File: src/design/aat_pkg.sv
package aat_pkg;

    localparam int CoordW = 32;
    localparam int CoefW  = 20;
    localparam int FracW  = 16;
    localparam int RowW   = 3 * CoefW;
    localparam int ProdW  = CoordW + CoefW;
    localparam int SumW   = ProdW + 3;
    localparam int ShW    = SumW - FracW;
    localparam int IdxW   = 3;

    typedef logic signed [CoordW-1:0] coord_t;
    typedef logic signed [CoefW-1:0]  coef_t;
    typedef logic signed [ProdW-1:0]  prod_t;
    typedef logic signed [SumW-1:0]   sum_t;
    typedef logic        [RowW-1:0]   row_t;

    typedef coef_t [2:0]  coef_row_t;
    typedef coord_t [2:0] coord_vec_t;
    typedef prod_t [2:0]  prod_row_t;
    typedef sum_t [2:0]   sum_vec_t;

    typedef enum logic [IdxW-1:0] {
        REG_ROW_ONE   = 3'd0,
        REG_ROW_TWO   = 3'd1,
        REG_ROW_THREE = 3'd2,
        REG_SHIFT_X   = 3'd3,
        REG_SHIFT_Y   = 3'd4,
        REG_SHIFT_Z   = 3'd5
    } reg_idx_t;

    localparam row_t RowOneRst   = row_t'(60'd65536);
    localparam row_t RowTwoRst   = row_t'(60'd68719476736);
    localparam row_t RowThreeRst = row_t'(60'd72057594037927936);

    // m[i][j]: source axis i feeds result axis j
    typedef struct packed {
        coef_row_t [2:0] m;
        coord_vec_t      shift;
    } cfg_t;

    typedef struct packed {
        logic signed [CoordW-1:0] box_min_x;
        logic signed [CoordW-1:0] box_min_y;
        logic signed [CoordW-1:0] box_min_z;
        logic signed [CoordW-1:0] box_max_x;
        logic signed [CoordW-1:0] box_max_y;
        logic signed [CoordW-1:0] box_max_z;
    } box_in_t;

    typedef struct packed {
        logic signed [CoordW-1:0] out_min_x;
        logic signed [CoordW-1:0] out_min_y;
        logic signed [CoordW-1:0] out_min_z;
        logic signed [CoordW-1:0] out_max_x;
        logic signed [CoordW-1:0] out_max_y;
        logic signed [CoordW-1:0] out_max_z;
        logic                     saturated;
    } box_out_t;

endpackage

File: src/design/aat_acc.sv
module aat_acc
    import aat_pkg::*;
(
    input  logic            clk,
    input  logic            rst_n,
    input  logic            adv,
    input  logic            prod_valid,
    input  prod_row_t [2:0] lo_prod,
    input  prod_row_t [2:0] hi_prod,
    input  cfg_t            cfg,
    output logic            out_valid,
    output box_out_t        out_data
);

    localparam int PadW = SumW - CoordW - FracW;

    sum_vec_t   lo_part_next, hi_part_next, lo_part_reg, hi_part_reg;
    prod_row_t  lo_last_reg, hi_last_reg;
    sum_vec_t   lo_sum_next, hi_sum_next, lo_sum_reg, hi_sum_reg;
    coord_vec_t lo_res, hi_res;
    logic [5:0] clamp;
    box_out_t   out_next, out_reg;
    logic       part_valid_reg, sum_valid_reg, out_valid_reg;

    // translation aligned to the product scale, then the first two terms
    always_comb
    begin
        for (int j = 0; j < 3; j++)
        begin
            lo_part_next[j] = sum_t'({{PadW{cfg.shift[j][CoordW-1]}}, cfg.shift[j],
                                      {FracW{1'b0}}})
                              + sum_t'(lo_prod[0][j]) + sum_t'(lo_prod[1][j]);
            hi_part_next[j] = sum_t'({{PadW{cfg.shift[j][CoordW-1]}}, cfg.shift[j],
                                      {FracW{1'b0}}})
                              + sum_t'(hi_prod[0][j]) + sum_t'(hi_prod[1][j]);
            lo_sum_next[j]  = lo_part_reg[j] + sum_t'(lo_last_reg[j]);
            hi_sum_next[j]  = hi_part_reg[j] + sum_t'(hi_last_reg[j]);
        end
    end

    // floor shift, clamp when the top bits disagree
    always_comb
    begin
        logic signed [ShW-1:0] t;
        for (int j = 0; j < 3; j++)
        begin
            t = lo_sum_reg[j][SumW-1:FracW];
            clamp[j] = (t[ShW-1:CoordW-1] != {(ShW-CoordW+1){t[ShW-1]}});
            if (clamp[j])
                lo_res[j] = {t[ShW-1], {(CoordW-1){~t[ShW-1]}}};
            else
                lo_res[j] = t[CoordW-1:0];
            t = hi_sum_reg[j][SumW-1:FracW];
            clamp[j+3] = (t[ShW-1:CoordW-1] != {(ShW-CoordW+1){t[ShW-1]}});
            if (clamp[j+3])
                hi_res[j] = {t[ShW-1], {(CoordW-1){~t[ShW-1]}}};
            else
                hi_res[j] = t[CoordW-1:0];
        end
        out_next.out_min_x = lo_res[0];
        out_next.out_min_y = lo_res[1];
        out_next.out_min_z = lo_res[2];
        out_next.out_max_x = hi_res[0];
        out_next.out_max_y = hi_res[1];
        out_next.out_max_z = hi_res[2];
        out_next.saturated = |clamp;
    end

    always_ff @(posedge clk or negedge rst_n)
    begin
        if (!rst_n)
        begin
            part_valid_reg <= 1'b0;
            sum_valid_reg  <= 1'b0;
            out_valid_reg  <= 1'b0;
        end
        else if (adv)
        begin
            part_valid_reg <= prod_valid;
            sum_valid_reg  <= part_valid_reg;
            out_valid_reg  <= sum_valid_reg;
        end
    end

    always_ff @(posedge clk)
    begin
        if (adv)
        begin
            for (int j = 0; j < 3; j++)
            begin
                lo_last_reg[j] <= lo_prod[2][j];
                hi_last_reg[j] <= hi_prod[2][j];
            end
            lo_part_reg <= lo_part_next;
            hi_part_reg <= hi_part_next;
            lo_sum_reg  <= lo_sum_next;
            hi_sum_reg  <= hi_sum_next;
            out_reg     <= out_next;
        end
    end

    assign out_valid = out_valid_reg;
    assign out_data  = out_reg;

endmodule

File: config.mk
export PLATFORM = sky130hd
export DESIGN_NAME = aat_acc
export DESIGN_NICKNAME = d
export VERILOG_FILES = /design/src/design/aat_pkg.sv /design/src/design/aat_acc.sv
export SDC_FILE = /design/constraint.sdc
export NUM_CORES = 2
export LEC_CHECK = 0
export BUFFER_PORTS_ARGS = -buffer_cell sky130_fd_sc_hd__buf_2
export CORE_AREA = 2 2 554 556
export DETAILED_ROUTE_END_ITERATION = 7
export DIE_AREA = 0 0 556 558
export GPL_ROUTABILITY_DRIVEN = 0
export HOLD_SLACK_MARGIN = 0.06
export PLACE_DENSITY = 0.46
export SLEW_MARGIN = 10
export SYNTH_ARGS = -nofsm -noshare
export SYNTH_HDL_FRONTEND = slang
export SYNTH_SLANG_ARGS = --single-unit
File: constraint.sdc
create_clock -name clk -period 4.8 [get_ports clk]
set_input_delay 0.96 -clock clk [delete_from_list [all_inputs] [get_ports clk]]
set_output_delay 0.96 -clock clk [all_outputs]
set_load 0.01 [all_outputs]
# --- Word-level counts from Yosys, hierarchy flattened ---
# Cells that the tools add are included.
totals:
  ff_bits: 1168
  in_bits: 1216
  out_inout_bits: 194
  word_cells: 65
classes:
  n_addsub: 18
  n_eq_ne: 6
  n_mux: 6
  n_bitwise: 6
  reduce_logical: 1
op_table:
  columns: ["operator", "n"]
  rows:
  - ["$add 55x52->55", 6]
  - ["$add 53x52->54", 6]
  - ["$add 48x52->53", 6]
  - ["$mux 32", 6]
  - ["$ne 7x7->1", 6]
  - ["$not 1->1", 6]
  - ["$reduce_or 6->1", 1]

# --- Longest topological paths before layout ---
depth:
  depth_word: 2
  depth_mapped: 15
  depth_no_buf: 14

# --- Worst setup path after synthesis ---
# OpenSTA, ideal clock, no wires.
synth_timing:
  path_type: "in2reg"
  startpoint: "input port hi_prod[1] (netlist name)"
  endpoint: "register hi_part_reg[51] (netlist name) (data pin)"
  setup_ns: 0.259
  t_arrival_ns: 4.078
  required_time_ns: 4.541
  path_slack_ns: 0.463
  path_stages: 13
  path_buffers: 0
  cell_sequence: "ha_1 > ha_1 > fa_1 > a21oi_1 > o221ai_1 > a221o_1 > a41o_1 > a31o_1 > a41o_1 > a221oi_4 > o21ai_2 > a31oi_1 > xnor2_1"
synth_lines:
  columns: ["item", "line_no", "rtl"]
  rows:
  - ["from (decl)", "aat_acc.sv:9", "input prod_row_t [2:0] hi_prod,"]
  - ["to (signal assigned)", "aat_acc.sv:95", "hi_part_reg <= hi_part_next;"]
  - ["to (decl)", "aat_acc.sv:17", "sum_vec_t lo_part_next, hi_part_next, lo_part_reg, hi_part_reg;"]

==> run_results.csv <==
group,metric,value,unit
status,status,"completed",
hold_path,min_path_cells,1,
finish,areaGrowthSynthToFinish,24.22,%
route,vias_per_cell,4.840,
place,io_buffers,1229,
global_route,grt.total_usage,17.87,%
synthesis,synth_top_area_share,44.54,%
sta,timing.final.ws_setup,579.9,ps
synthesis,synth-async-reset-ratio,0.2814,%
clocking,cts.sinks,1066,
synthesis,synth-seq-area-share,44.65,%
worst_setup_path,worstPathRequired,5330,ps
route,drc_errors,0,
route,vias,57510,
route,first_iter_violations,4442,
sta,drv_slew,0,
worst_setup_path,slowest_delay,460,ps
global_route,antenna_found_initial,108,
worst_setup_path,path_class,"input port to flip-flop",
power,p_sw_share,36.74,%
global_route,grt-ovfl-total,0,
power,p_total,42.65,mW
sta,finalHoldViolations,0,
die,rows,203,
synthesis,yosys_most_used_dff,"edfxtp_1",
sta,setup_tns,0,ps
die,dieArea,310200,µm²
hold_path,hp-class,"input port to flip-flop",
global_route,grt_max_degree,101,
synthesis,syn-num-nets,8507,
global_route,grt_pass1_vias,58870,
synthesis,synth-edff-count,1063,
clocking,clock-root-buffer,"clkbuf_16",
place,dp_cells,11570,
sta,fin_skew,64.74,ps
die,coreArea,304500,µm²
worst_setup_path,cp-end-kind,"flip-flop",
power,power_frac_comb,39.4,%
worst_setup_path,arrival,4750,ps
power,switchingPower,15.67,mW
synthesis,yosys.area.top_type,"edfxtp_1",
sta,min_period,4220,ps
finish,fin_area,89020,µm²
synthesis,syn_avg_cell_area,11.30,µm²
clocking,cts_resized,0,
place,hpwl,242.3,mm
power,p_seq_share,34.3,%
clocking,cts-root-to-sink-buffers,4,
worst_setup_path,reg2regPathDepth,12,
sta,period_share,87.92,%
place,pre_cts_slack,-329.3,ps
route,drtPass1Iterations,6,
worst_setup_path,worstPathMaxFanout,3,
die,die_w,556,µm
synthesis,yosys-top-cells-area,"edfxtp_1, ha_1, fa_1",
synthesis,synth_area,71670,µm²
synthesis,ys_warn_count,0,
clocking,clk_pin_slew,70,ps
finish,largest_reg_flops,193,
power,ir_worst_vdd,0.2512,mV
finish,final_core_util,29.23,%
finish,layout_common_cells,"buf_2, edfxtp_1, ha_1",
sta,worst_slew_pin_slew,1152,ps
sta,slew_headroom,22.50,%
route,postRouteAntennaNets,0,
flow_run,drv_cap,0,
clocking,h-tree-depth,4,
route,wirelength,288.9,mm
die,initial_core_util,23.53,%
worst_setup_path,crit_chain,"buf_2, ha_1, ha_1, fa_1, a21oi_1, o221ai_1, a221o_1, a41o_1, buf_12, a31o_1, a41o_1, a221oi_4, o21ai_2, a31oi_1, xnor2_1",
power,power_leakage,37.87,nW
finish,fin_cells,11880,
power,clock_power_share,26.3,%
synthesis,synth_cells,6343,
finish,layout_commonest_cell,"buf_2",
die,ios,1410,
clocking,cts_buffers,145,
die,die_y,558,µm
sta,holdWs,312.7,ps
synthesis,ys_types,99,
power,p_int,26.98,mW
sta,rsz0062_at_grt,"no",
sta,max_freq,237.0,MHz
worst_setup_path,crit_path_start_kind,"input port",
global_route,grt_pass1_wl,404.5,mm
sta,setup_violations,0,
route,wl_per_cell,24.32,µm
finish,drive_above_1_share,22.63,%
clocking,cts_tree,"yes",
worst_setup_path,cp_slowest_cell,"fa_1",
power,power.density,479.1,nW/µm²
finish,nets,9881,
clocking,clk_latency,820,ps
finish,nFillCells,31480,
place,post_dp_cell_area,84000,µm²
synthesis,synth_seq_cells,1066,
-- timing repair --
action | CTS | global route
buffers inserted | 0 | 0
hold buffers | 1 | 0
hold endpoints to repair | 3 | 0
-- power by group through the flow --
stage	Combinational, mW	Sequential, mW	Clock (mW)
floorplan	10.5	14.3	0
global placement	16.7	14.9	0
detailed placement	16.7	14.8	0
CTS	16.9	14.7	11.6
global route	18.5	14.8	11.9
finish	16.8	14.6	11.2
-- synthesized netlist by cell type (64+ instances only) --
master    instances
nand3_1         121
a21oi_1         638
a21o_1          559
xor2_1          191
nand2_1         357
inv_1           200
a31oi_1          64
xnor2_1         313
clkbuf_1        235
ha_1            726
fa_1            222
edfxtp_1       1063
o21bai_1        103
nand4_1         175
o21ai_0         307
nor2_1          289
-- routing by layer --
| metal | part of all wire (%) | track usage [%] | vias up |
|---|---|---|---|
| met3 | 6.4 | 3.711 | 511 |
| met1 | 39 | 20.78 | 28100 |
| met2 | 49 | 31.22 | 1904 |
| li1 | - | - | 26960 |
| met4 | 5.0 | 8.456 | 36 |
| met5 | 0.075 | 0 | - |
-- cell type report --
type | count | area [µm²] | area share, %
multi-input combinational | 4830 | 38080 | 42.78
sequential | 1066 | 32000 | 35.94
timing repair buffer | 1474 | 8178 | 9.186
tap | 3997 | 5001 | 5.618
clock buffer | 165 | 3704 | 4.160
clock inverter | 95 | 1179 | 1.324
inverter | 200 | 750.7 | 0.8433
antenna | 54 | 135.1 | 0.1518
-- worst max-delay path: cells and delay by family --
family	cells	cell delay [ps]
adder cells (fa/ha/maj)	3	970
AO/OA/AOI/OAI	9	2460
buffers and inverters	2	260
XOR/XNOR	1	90
-- final timing paths --
check	slack (ps)	startpoint	endpoint
min in group asynchronous	510	rst_n	out_valid
hold / removal	310	lo_prod[446]	lo_last_reg[134]
hold reg to reg	500	hi_sum_reg[89]	out_data[51]
setup reg to reg	650	hi_part_reg[7]	hi_sum_reg[48]
max in group asynchronous	4180	rst_n	part_valid_reg
setup / recovery	580	hi_prod[1]	hi_part_reg[51]
-- kinds of logic after synthesis --
| logic type | after synthesis | synth area share, % |
|---|---|---|
| buffers and inverters | 447 | 2.380 |
| AOI/OAI and AO/OA | 2092 | 19.05 |
| DFF | 1066 | 44.65 |
| and+or+nand+nor | 1279 | 8.775 |
| adders and majority gates | 948 | 18.88 |
| muxes | 7 | 0.1117 |
| xor gates and xnor gates | 504 | 6.159 |
No activity file was read; power rests on OpenSTA's default activity.
